[src/hdl/assert_macros.svh]
// ---------------------------------------------------------------------------
// assert_macros
// Assertion helpers shared by the RTL files.
// ---------------------------------------------------------------------------
`ifndef ASSERT_MACROS_SVH
`define ASSERT_MACROS_SVH

// Clocked check, masked while reset is high.
`define RRS_ASSERT(lbl, clk, rst, prop, msg) \
  lbl: assert property (@(posedge clk) disable iff (rst) prop) else $error(msg);

// Clocked check that also holds during reset.
`define RRS_ASSERT_ALWAYS(lbl, clk, prop, msg) \
  lbl: assert property (@(posedge clk) prop) else $error(msg);

`endif

[src/hdl/rrs_pkg.sv]
`timescale 1ns / 1ps
// ---------------------------------------------------------------------------
// rrs_pkg
// Types and constants for the round-robin schedule-time block.
// ---------------------------------------------------------------------------
package rrs_pkg;

  localparam int TIME_W = 12;  // arrival, burst, quantum
  localparam int CLK_W  = 17;  // completion, turnaround, waiting
  localparam int PID_W  = 5;

  localparam logic [TIME_W-1:0] QUANTUM_RESET = TIME_W'(4);

  typedef enum logic [3:0] {
    ST_LOAD,
    ST_RANK,
    ST_START,
    ST_POP,
    ST_SERVE,
    ST_ADMIT,
    ST_REQUEUE,
    ST_FIND,
    ST_EMIT,
    ST_WAIT
  } rrs_state_t;

  typedef struct packed {
    logic clear;
    logic push;
    logic pop;
  } ring_ctrl_t;

endpackage

[src/hdl/rrs_in_if.sv]
`timescale 1ns / 1ps
// ---------------------------------------------------------------------------
// rrs_in_if
// Job input channel: arrival, burst and last flag.
// ---------------------------------------------------------------------------
interface rrs_in_if;
  logic                       valid;
  logic                       ready;
  logic [rrs_pkg::TIME_W-1:0] arrival_time;
  logic [rrs_pkg::TIME_W-1:0] burst_time;
  logic                       in_last;

  modport source (output valid, output arrival_time, output burst_time,
                  output in_last, input ready);
  modport sink   (input valid, input arrival_time, input burst_time,
                  input in_last, output ready);
endinterface

[src/hdl/rrs_out_if.sv]
`timescale 1ns / 1ps
// ---------------------------------------------------------------------------
// rrs_out_if
// Result channel: one transaction per job, in arrival order.
// ---------------------------------------------------------------------------
interface rrs_out_if;
  logic                       valid;
  logic                       ready;
  logic [rrs_pkg::PID_W-1:0]  process_id;
  logic [rrs_pkg::TIME_W-1:0] arrival_out;
  logic [rrs_pkg::TIME_W-1:0] burst_out;
  logic [rrs_pkg::CLK_W-1:0]  completion_time;
  logic [rrs_pkg::CLK_W-1:0]  turnaround_time;
  logic [rrs_pkg::CLK_W-1:0]  waiting_time;
  logic                       out_last;

  modport source (output valid, output process_id, output arrival_out,
                  output burst_out, output completion_time,
                  output turnaround_time, output waiting_time,
                  output out_last, input ready);
  modport sink   (input valid, input process_id, input arrival_out,
                  input burst_out, input completion_time,
                  input turnaround_time, input waiting_time,
                  input out_last, output ready);
endinterface

[src/hdl/round_robin_schedule_times.sv]
`timescale 1ns / 1ps
// ---------------------------------------------------------------------------
// round_robin_schedule_times
// Loads a job set, ranks it by arrival and replays round-robin service
// slice by slice, then streams per-job completion, turnaround and waiting.
// ---------------------------------------------------------------------------
//  channel  | dir | handshake         | payload
//  in_ch    | in  | valid/ready       | arrival_time, burst_time, in_last
//  out_ch   | out | valid/ready       | process_id .. waiting_time, out_last
//  cfg      | in  | cfg_we            | cfg_wdata = time_quantum
//
//  Jobs load back to back while in_ch.valid is high. After the last job:
//  ranking (n compares per job, one compare per cycle), a setup step, then
//  per slice pop, serve, n admission checks and requeue, plus an idle
//  search over up to n jobs when the ring runs dry, then emit and wait per
//  result. The serve step and the idle search advance the scheduling time.
//  Synchronous reset clears control state and sets the quantum to 4.
//  in_ch.ready is high only while loading; a stalled result holds in the output register.
// ---------------------------------------------------------------------------
module round_robin_schedule_times #(
  parameter int MAX_PROCS = 16
) (
  input  logic                       clk,
  input  logic                       rst,
  input  logic                       cfg_we,
  input  logic [rrs_pkg::TIME_W-1:0] cfg_wdata,
  rrs_in_if.sink                     in_ch,
  rrs_out_if.source                  out_ch
);
  import rrs_pkg::*;

  localparam int IDX_W = $clog2(MAX_PROCS);
  localparam int CNT_W = $clog2(MAX_PROCS + 1);
  localparam logic [CNT_W-1:0] FULL_M1 = CNT_W'(MAX_PROCS - 1);

  rrs_state_t state, state_next;

  logic [TIME_W-1:0] time_quantum;
  logic [TIME_W-1:0] q;

  // load-order stores
  logic [TIME_W-1:0] ld_arr [MAX_PROCS];
  logic [TIME_W-1:0] ld_burst [MAX_PROCS];
  // arrival-ordered stores
  logic [TIME_W-1:0] job_arrival [MAX_PROCS];
  logic [TIME_W-1:0] job_burst [MAX_PROCS];
  logic [TIME_W-1:0] job_remaining [MAX_PROCS];
  logic [CLK_W-1:0]  job_completion [MAX_PROCS];
  logic [PID_W-1:0]  job_order_id [MAX_PROCS];
  logic [MAX_PROCS-1:0] job_admitted;
  logic [MAX_PROCS-1:0] job_done;

  logic [CNT_W-1:0] jobs_loaded;
  logic [CNT_W-1:0] n;
  logic [CNT_W-1:0] jobs_finished;
  logic [CLK_W-1:0] sim_clock;
  logic [IDX_W-1:0] i;
  logic [IDX_W-1:0] j;
  logic [IDX_W-1:0] rank;
  logic [IDX_W-1:0] cur;

  ring_ctrl_t       ring_ctrl;
  logic [IDX_W-1:0] ring_push_idx;
  logic [IDX_W-1:0] ring_pop_idx;
  logic             ring_empty;

  logic             in_fire;
  logic             load_last;
  logic             i_end;
  logic             j_end;
  logic             rank_less;
  logic [IDX_W-1:0] rank_final;
  logic             fits;
  logic             admit_hit;
  logic             requeue_cur;
  logic             find_hit;

  logic [CLK_W-1:0] tat;

  assign q         = (time_quantum == '0) ? TIME_W'(1) : time_quantum;
  assign in_fire   = in_ch.valid && in_ch.ready;
  assign load_last = in_ch.in_last || (jobs_loaded == FULL_M1);
  assign i_end     = (CNT_W'(i) == CNT_W'(n - CNT_W'(1)));
  assign j_end     = (CNT_W'(j) == CNT_W'(n - CNT_W'(1)));
  // stable order: earlier arrival, or same arrival and earlier load slot
  assign rank_less = (ld_arr[j] < ld_arr[i]) || ((ld_arr[j] == ld_arr[i]) && (j < i));
  assign rank_final = rank + IDX_W'(rank_less);
  assign fits      = job_remaining[cur] <= q;
  assign admit_hit = !job_admitted[i] && (CLK_W'(job_arrival[i]) <= sim_clock);
  assign requeue_cur = !job_done[cur];
  assign find_hit  = !job_done[i];

  rrs_ring #(.DEPTH(MAX_PROCS)) u_ring (
    .clk      (clk),
    .rst      (rst),
    .ctrl     (ring_ctrl),
    .push_idx (ring_push_idx),
    .pop_idx  (ring_pop_idx),
    .empty    (ring_empty)
  );

  // next state
  always_comb begin
    state_next = state;
    unique case (state)
      ST_LOAD:    if (in_fire && load_last) state_next = ST_RANK;
      ST_RANK:    if (j_end && i_end) state_next = ST_START;
      ST_START:   state_next = ST_POP;
      ST_POP:     state_next = ST_SERVE;
      ST_SERVE:   state_next = ST_ADMIT;
      ST_ADMIT:   if (i_end) state_next = ST_REQUEUE;
      ST_REQUEUE: state_next = (ring_empty && !requeue_cur) ? ST_FIND : ST_POP;
      ST_FIND: begin
        priority if (find_hit) state_next = ST_POP;
        else if (i_end) state_next = ST_EMIT;
      end
      ST_EMIT:    state_next = ST_WAIT;
      ST_WAIT: begin
        if (out_ch.ready) state_next = i_end ? ST_LOAD : ST_EMIT;
      end
      default:    state_next = ST_LOAD;
    endcase
  end

  // handshake and ring control
  always_comb begin
    in_ch.ready     = 1'b0;
    out_ch.valid    = 1'b0;
    ring_ctrl       = '0;
    ring_push_idx   = i;
    unique case (state)
      ST_LOAD:    in_ch.ready = 1'b1;
      ST_START: begin
        ring_ctrl.clear = 1'b1;
        ring_ctrl.push  = 1'b1;
        ring_push_idx   = '0;
      end
      ST_POP:     ring_ctrl.pop = 1'b1;
      ST_ADMIT:   ring_ctrl.push = admit_hit;
      ST_REQUEUE: begin
        ring_ctrl.push = requeue_cur;
        ring_push_idx  = cur;
      end
      ST_FIND:    ring_ctrl.push = find_hit;
      ST_WAIT:    out_ch.valid = 1'b1;
      default: ;
    endcase
  end

  always_ff @(posedge clk) begin
    if (rst) begin
      state        <= ST_LOAD;
      time_quantum <= QUANTUM_RESET;
    end else begin
      state <= state_next;
      if (cfg_we) time_quantum <= cfg_wdata;
    end
  end

  always_ff @(posedge clk) begin
    if (rst) begin
      jobs_loaded   <= '0;
      jobs_finished <= '0;
      sim_clock     <= '0;
      job_admitted  <= '0;
      job_done      <= '0;
      n             <= '0;
      i             <= '0;
      j             <= '0;
      rank          <= '0;
      cur           <= '0;
    end else begin
      unique case (state)
        ST_LOAD: begin
          if (in_fire) begin
            ld_arr[jobs_loaded[IDX_W-1:0]]   <= in_ch.arrival_time;
            ld_burst[jobs_loaded[IDX_W-1:0]] <= in_ch.burst_time;
            jobs_loaded <= jobs_loaded + CNT_W'(1);
            n    <= jobs_loaded + CNT_W'(1);
            i    <= '0;
            j    <= '0;
            rank <= '0;
          end
        end
        ST_RANK: begin
          if (j_end) begin
            job_arrival[rank_final]   <= ld_arr[i];
            job_burst[rank_final]     <= ld_burst[i];
            job_remaining[rank_final] <= ld_burst[i];
            job_order_id[rank_final]  <= PID_W'(32'(i) + 32'd1);
            rank <= '0;
            j    <= '0;
            i    <= i + IDX_W'(1);
          end else begin
            rank <= rank_final;
            j    <= j + IDX_W'(1);
          end
        end
        ST_START: begin
          job_admitted  <= MAX_PROCS'(1);
          job_done      <= '0;
          jobs_finished <= '0;
          sim_clock     <= CLK_W'(job_arrival[0]);
        end
        ST_POP: cur <= ring_pop_idx;
        ST_SERVE: begin
          i <= '0;
          if (fits) begin
            sim_clock           <= sim_clock + CLK_W'(job_remaining[cur]);
            job_completion[cur] <= sim_clock + CLK_W'(job_remaining[cur]);
            job_remaining[cur]  <= '0;
            job_done[cur]       <= 1'b1;
            jobs_finished       <= jobs_finished + CNT_W'(1);
          end else begin
            sim_clock          <= sim_clock + CLK_W'(q);
            job_remaining[cur] <= job_remaining[cur] - q;
          end
        end
        ST_ADMIT: begin
          if (admit_hit) job_admitted[i] <= 1'b1;
          if (!i_end) i <= i + IDX_W'(1);
        end
        ST_REQUEUE: i <= '0;
        ST_FIND: begin
          if (find_hit) begin
            if (CLK_W'(job_arrival[i]) > sim_clock) begin
              sim_clock       <= CLK_W'(job_arrival[i]);
              job_admitted[i] <= 1'b1;
            end
          end else if (i_end) begin
            i <= '0;
          end else begin
            i <= i + IDX_W'(1);
          end
        end
        ST_EMIT: ;
        ST_WAIT: begin
          if (out_ch.ready) begin
            i <= i + IDX_W'(1);
            if (i_end) begin
              jobs_loaded   <= '0;
              jobs_finished <= '0;
            end
          end
        end
        default: ;
      endcase
    end
  end

  // result register
  assign tat = out_ch.completion_time - CLK_W'(out_ch.arrival_out);

  always_ff @(posedge clk) begin
    if (state == ST_EMIT) begin
      out_ch.process_id      <= job_order_id[i];
      out_ch.arrival_out     <= job_arrival[i];
      out_ch.burst_out       <= job_burst[i];
      out_ch.completion_time <= job_completion[i];
      out_ch.out_last        <= i_end;
    end
  end

  assign out_ch.turnaround_time = tat;
  assign out_ch.waiting_time    = tat - CLK_W'(out_ch.burst_out);

  `include "assert_macros.svh"

  `RRS_ASSERT(a_no_overlap, clk, rst, !(in_ch.ready && out_ch.valid), "load and emit overlap")
  `RRS_ASSERT(a_last_stops_load, clk, rst, (in_fire && in_ch.in_last) |=> !in_ch.ready, "load continued after last")
  `RRS_ASSERT(a_finished_bound, clk, rst, jobs_finished <= n, "more jobs finished than loaded")

endmodule

[src/hdl/rrs_ring.sv]
`timescale 1ns / 1ps
// ---------------------------------------------------------------------------
// rrs_ring
// FIFO ready queue of job slots. Clear may coincide with a push.
// ---------------------------------------------------------------------------
module rrs_ring #(
  parameter int DEPTH = 16
) (
  input  logic                     clk,
  input  logic                     rst,
  input  rrs_pkg::ring_ctrl_t      ctrl,
  input  logic [$clog2(DEPTH)-1:0] push_idx,
  output logic [$clog2(DEPTH)-1:0] pop_idx,
  output logic                     empty
);
  import rrs_pkg::*;

  localparam int IDX_W = $clog2(DEPTH);
  localparam int CNT_W = $clog2(DEPTH + 1);
  localparam logic [IDX_W-1:0] LAST_POS = IDX_W'(DEPTH - 1);

  logic [IDX_W-1:0] slots [DEPTH];
  logic [IDX_W-1:0] head;
  logic [IDX_W-1:0] tail;
  logic [CNT_W-1:0] count;
  logic [IDX_W-1:0] wr_pos;

  assign wr_pos  = ctrl.clear ? '0 : tail;
  assign pop_idx = slots[head];
  assign empty   = (count == '0);

  always_ff @(posedge clk) begin
    if (ctrl.push) begin
      slots[wr_pos] <= push_idx;
    end
  end

  always_ff @(posedge clk) begin
    if (rst) begin
      head  <= '0;
      tail  <= '0;
      count <= '0;
    end else if (ctrl.clear) begin
      head  <= '0;
      tail  <= ctrl.push ? IDX_W'(1) : '0;
      count <= ctrl.push ? CNT_W'(1) : '0;
    end else begin
      if (ctrl.push) begin
        tail <= (tail == LAST_POS) ? '0 : tail + IDX_W'(1);
      end
      if (ctrl.pop) begin
        head <= (head == LAST_POS) ? '0 : head + IDX_W'(1);
      end
      if (ctrl.push && !ctrl.pop) begin
        count <= count + CNT_W'(1);
      end else if (ctrl.pop && !ctrl.push) begin
        count <= count - CNT_W'(1);
      end
    end
  end

  `include "assert_macros.svh"

  `RRS_ASSERT(a_no_pop_empty, clk, rst, (ctrl.pop && !ctrl.clear) |-> !empty, "pop from empty ring")
  `RRS_ASSERT(a_no_push_full, clk, rst, (ctrl.push && !ctrl.pop && !ctrl.clear) |-> (count != CNT_W'(DEPTH)), "push into full ring")
  `RRS_ASSERT(a_count_bound, clk, rst, count <= CNT_W'(DEPTH), "ring count overflow")

endmodule

[src/flat_wrapper.sv]
// flat-port wrapper written by rule: the top's interface ports become plain ports
module round_robin_schedule_times_flat import rrs_pkg::*;
#(
  parameter int MAX_PROCS = 16
)
  (clk, rst, cfg_we, cfg_wdata, in_ch_valid, in_ch_arrival_time, in_ch_burst_time, in_ch_in_last, in_ch_ready, out_ch_valid, out_ch_process_id, out_ch_arrival_out, out_ch_burst_out, out_ch_completion_time, out_ch_turnaround_time, out_ch_waiting_time, out_ch_out_last, out_ch_ready);
  rrs_in_if in_ch_i ();
  rrs_out_if out_ch_i ();
  input  logic clk;
  input  logic rst;
  input  logic cfg_we;
  input  logic [rrs_pkg::TIME_W-1:0] cfg_wdata;
  input wire logic [$bits(in_ch_i.valid)-1:0] in_ch_valid;
  input wire logic [$bits(in_ch_i.arrival_time)-1:0] in_ch_arrival_time;
  input wire logic [$bits(in_ch_i.burst_time)-1:0] in_ch_burst_time;
  input wire logic [$bits(in_ch_i.in_last)-1:0] in_ch_in_last;
  output wire logic [$bits(in_ch_i.ready)-1:0] in_ch_ready;
  output wire logic [$bits(out_ch_i.valid)-1:0] out_ch_valid;
  output wire logic [$bits(out_ch_i.process_id)-1:0] out_ch_process_id;
  output wire logic [$bits(out_ch_i.arrival_out)-1:0] out_ch_arrival_out;
  output wire logic [$bits(out_ch_i.burst_out)-1:0] out_ch_burst_out;
  output wire logic [$bits(out_ch_i.completion_time)-1:0] out_ch_completion_time;
  output wire logic [$bits(out_ch_i.turnaround_time)-1:0] out_ch_turnaround_time;
  output wire logic [$bits(out_ch_i.waiting_time)-1:0] out_ch_waiting_time;
  output wire logic [$bits(out_ch_i.out_last)-1:0] out_ch_out_last;
  input wire logic [$bits(out_ch_i.ready)-1:0] out_ch_ready;
  assign in_ch_i.valid = in_ch_valid;
  assign in_ch_i.arrival_time = in_ch_arrival_time;
  assign in_ch_i.burst_time = in_ch_burst_time;
  assign in_ch_i.in_last = in_ch_in_last;
  assign in_ch_ready = in_ch_i.ready;
  assign out_ch_valid = out_ch_i.valid;
  assign out_ch_process_id = out_ch_i.process_id;
  assign out_ch_arrival_out = out_ch_i.arrival_out;
  assign out_ch_burst_out = out_ch_i.burst_out;
  assign out_ch_completion_time = out_ch_i.completion_time;
  assign out_ch_turnaround_time = out_ch_i.turnaround_time;
  assign out_ch_waiting_time = out_ch_i.waiting_time;
  assign out_ch_out_last = out_ch_i.out_last;
  assign out_ch_i.ready = out_ch_ready;
  round_robin_schedule_times #(.MAX_PROCS(MAX_PROCS)) u_core (.clk(clk), .rst(rst), .cfg_we(cfg_we), .cfg_wdata(cfg_wdata), .in_ch(in_ch_i), .out_ch(out_ch_i));
endmodule
[config.mk]
export PLATFORM = sky130hd
export DESIGN_NAME = round_robin_schedule_times_flat
export DESIGN_NICKNAME = d
export VERILOG_FILES = /design/src/hdl/rrs_pkg.sv /design/src/hdl/rrs_in_if.sv /design/src/hdl/rrs_out_if.sv /design/src/hdl/round_robin_schedule_times.sv /design/src/hdl/rrs_ring.sv /design/src/flat_wrapper.sv
export VERILOG_INCLUDE_DIRS = /design/src /design/src/hdl
export SDC_FILE = /design/constraint.sdc
export NUM_CORES = 2
export LEC_CHECK = 0
export BUFFER_PORTS_ARGS = -buffer_cell sky130_fd_sc_hd__buf_2
export CORE_ASPECT_RATIO = 1.5
export CORE_MARGIN = 2
export CORE_UTILIZATION = 57
export CTS_CLUSTER_SIZE = 16
export DETAILED_ROUTE_END_ITERATION = 16
export PLACE_DENSITY = 0.73
export REMOVE_ABC_BUFFERS = 1
export SYNTH_ARGS = -nofsm -noshare
export SYNTH_HDL_FRONTEND = slang
export SYNTH_SLANG_ARGS = --single-unit
[constraint.sdc]
create_clock -name clk -period 6.6 [get_ports clk]
set_clock_uncertainty 0.15 [all_clocks]
set_input_delay 1.32 -clock clk [delete_from_list [all_inputs] [get_ports clk]]
set_output_delay 1.32 -clock clk [all_outputs]
set_load 0.005 [all_outputs]
==> flow_summary.ini <==
[detailed_routing]
dr.pass1.iters = 7
vias_per_cell = 6.64
routed_wl_um = 159000
wl_per_cell_um = 30.8
postRouteAntennaNets = 0
vias = 34300
drtIter0Drc = 4039
drc = 0

[grt]
grt_first_pass_wirelength_um = 232000
antenna_found_initial = 7
grt_max_degree = 54
grtUsageTotal = 0.279
grt_pass1_vias = 35300
grt-ovfl-total = 0

[setup_path]
path_max_fanout = 4
cpPeakStageDelay_ps = 460
startpoint_type = register
cp.depth = 16
path_buf_inv = 2
r2r_cells = 21
required_ps = 5130
critical_path.top_delay_family = compound AO/OA/AOI/OAI gates
slowest_stage = edfxtp_1
arrival_ps = 4920
path_class = register to primary output
endpoint_kind = primary output
rrSetupSlack_ps = 420
crit_chain = ha_1 -> inv_1 -> fa_1 -> a211oi_2 -> o21ai_1 -> a21oi_1 -> xnor2_1 -> ha_1 -> a21oi_1 -> nor2b_1 -> a2111oi_1 -> nor2_1 -> or3_1 -> nor3_1 -> xor2_1 -> buf_2

[place]
io_buffers = 124
gp_congestion = 0.936
dp.cells = 4906
post-place-ws_ps = 439
dpl.hpwl_um = 102000

[yosys]
synth_xor_area_frac = 0.0110
synth_area_per_cell_um2 = 19.1
synth_edf_count = 1423
synth_area_leaders = edfxtp_1 (66%), mux4_2 (18%), dfxtp_1 (3.5%)
ys_ff_latch = 1535
syn_inst = 3369
ys_seq_area_frac = 0.699
yosys.area.top_type_share = 0.664
synthAdderAreaFrac = 0.0227
synthArstFlopShare = 0
synth_mux_area_frac = 0.181
synth-compound-area-share = 0.0326
synth_simple_gate_area_frac = 0.0373
synth_top_area_cell = edfxtp_1
ys_warn_count = 0
syn-cell-area_mm2 = 0.0644
ys.flop_type = edfxtp_1
synth_top_family_by_area = multiplexers
synthDistinctLibCells = 73

[layout]
num-nets-final = 3747
multi_input_area_mm2 = 0.0186
syn2layout_area_growth_pct = 12.2
register_area_mm2 = 0.0450
drive_gt1_frac = 0.289
num-fill-cells = 7280
layoutNonFillerInstCount = 5160

[sta]
fin_hold_ws_ps = 311
worst-slew-pin-transition_ps = 1200
hold_viol_final = 0
setup_ws_ps = 214
min_period_ps = 6390
slew_headroom = 0.190
fin_crit_sh = 0.968
fin_setup_tns_ps = 0
drv_slew = 0
setup_violations = 0
fmaxAchievable_mhz = 157

[clocking]
clock_sinks = 1535
clock_latency_ps = 780
cts_hold_buf = 0
cts_root_buf = clkbuf_16
clk_pin_slew_ps = 60
cts_buffers = 137
htreeDepth = 4
clockBufferDepth = 3
cts_tree = done

[flow_run]
maxCapViolCount = 0

[hold_path]
hp-class = register to register
hold_path_depth = 2

[die]
dieWidth_um = 278
row_count = 151
core_area_mm2 = 0.112
start_util = 0.573
die_area_mm2 = 0.116
ios = 125
fp.dieH_um = 416

[power_and_ir_drop]
p_total_mw = 22.5
power.leakage_nw = 23.2
max-vdd-ir-drop_uv = 308
cellPowerDensity_mw_per_mm2 = 312

[run_status]
status = completed
[placed cells by master (no fill, tap or decap), types with 29 or more instances in the layout]
cell type	instances
ha_1	107
inv_1	95
xor2_1	33
buf_4	125
o21ai_0	70
edfxtp_1	1423
xnor2_1	40
a21oi_1	80
mux4_2	505
a21o_1	29
nand2_1	133
dfxtp_1	100
buf_2	124
clkbuf_16	140
nor2_1	159
[sequential cells by signal, summed over array words and instances (netlist names), 16 cells and up, named ones only]
| signal | flops |
|---|---|
| u_core.out_ch.completion_time | 17 |
| u_core.job_remaining | 192 |
| u_core.job_completion | 272 |
| u_core.job_done | 16 |
| u_core.job_burst | 192 |
| u_core.job_admitted | 16 |
| u_core.sim_clock | 17 |
| u_core.ld_arr | 192 |
| u_core.ld_burst | 192 |
| u_core.job_order_id | 80 |
| u_core.job_arrival | 192 |
| u_core.u_ring.slots | 64 |
[power by group]
group / switching (mW) / internal [mW] / leakage (nW)
sequential: 0.189 / 11.2 / 13.8
clock: 3.53 / 4.57 / 2.24
combinational: 1.78 / 1.30 / 7.15
total: 5.50 / 17.0 / 23.2
[tightest hold or removal path, cell delays in order, from the launching register on]
cell and delay [ps]:
dfxtp_1 330, nand2_1 50, o21ai_0 50
[cells in the mapped netlist (all sizes together) (4+ instances only)]
library cell / count
a221oi: 12
a22oi: 12
and3: 13
nand3b: 5
nor2: 189
a211o: 6
inv: 96
fa: 6
nand4: 23
or3: 10
dfxtp: 112
o31ai: 4
nor4: 12
o21ai: 73
a21o: 29
a31oi: 15
or2: 8
a311oi: 6
o21bai: 6
o211ai: 8
and2: 10
mux2i: 18
a21oi: 80
a31o: 9
nor3: 28
o21a: 13
nand3: 28
nor3b: 10
buf: 68
nand2: 133
nand2b: 18
ha: 107
xnor2: 43
mux2: 8
nor2b: 19
mux4: 505
xor2: 33
edfxtp: 1423
a211oi: 18
clkbuf: 112
[worst paths after layout]
| check | end | startpoint |
|---|---|---|
| worst max-delay path | out_ch_waiting_time[15] | u_core.out_ch.arrival_out[0] |
| worst min-delay path | u_core.job_admitted[10] | u_core.job_admitted[10] |
| worst max register to register | u_core.job_burst[1][11] | register |
| worst min register to register | u_core.job_admitted[10] | u_core.job_admitted[10] |
[per-stage QoR]
step	utilization	area (µm²)
after floorplan	-	63700
after global placement	0.601	67600
after detailed placement	0.601	67600
after CTS	0.642	72200
after global routing	0.642	72200
final	0.642	72200
[metal layers]
layer	up-vias	track usage	wire length (µm)	part of all wire
met5	-	0	37	0.00023
met4	6	0.141	8780	0.055
met3	445	0.0455	10400	0.066
met2	1623	0.496	84300	0.53
met1	18000	0.328	55500	0.35
li1	14200	-	-	-
[final cells by class]
class,count,share of cell area
Inverter,97,0.00504
Multi-Input combinational cell,1557,0.257
Antenna cell,5,0.000173
Sequential cell,1535,0.623
Clock inverter,81,0.0123
Timing Repair Buffer,264,0.0257
Tap cell,1453,0.0252
Clock buffer,168,0.0511
[kinds of logic (layout without fill, tap and decap cells)]
| logic type | count (synthesis) | count (layout) |
|---|---|---|
| compound gates | 320 | 320 |
| xor+xnor | 78 | 78 |
| fa+ha+maj | 113 | 113 |
| buf+inv | 277 | 610 |
| flops | 1535 | 1535 |
| mux | 531 | 531 |
| other cells | 0 | 5 |
| simple gates | 515 | 515 |
[timing repair]
action / 4_1_cts / 5_1_grt
gates resized for setup: 1 / 4
setup endpoints to repair: 1 / 2
buffers inserted: 0 / 0
hold endpoints to repair: 0 / 0
No activity file was read; power rests on OpenSTA's default activity.
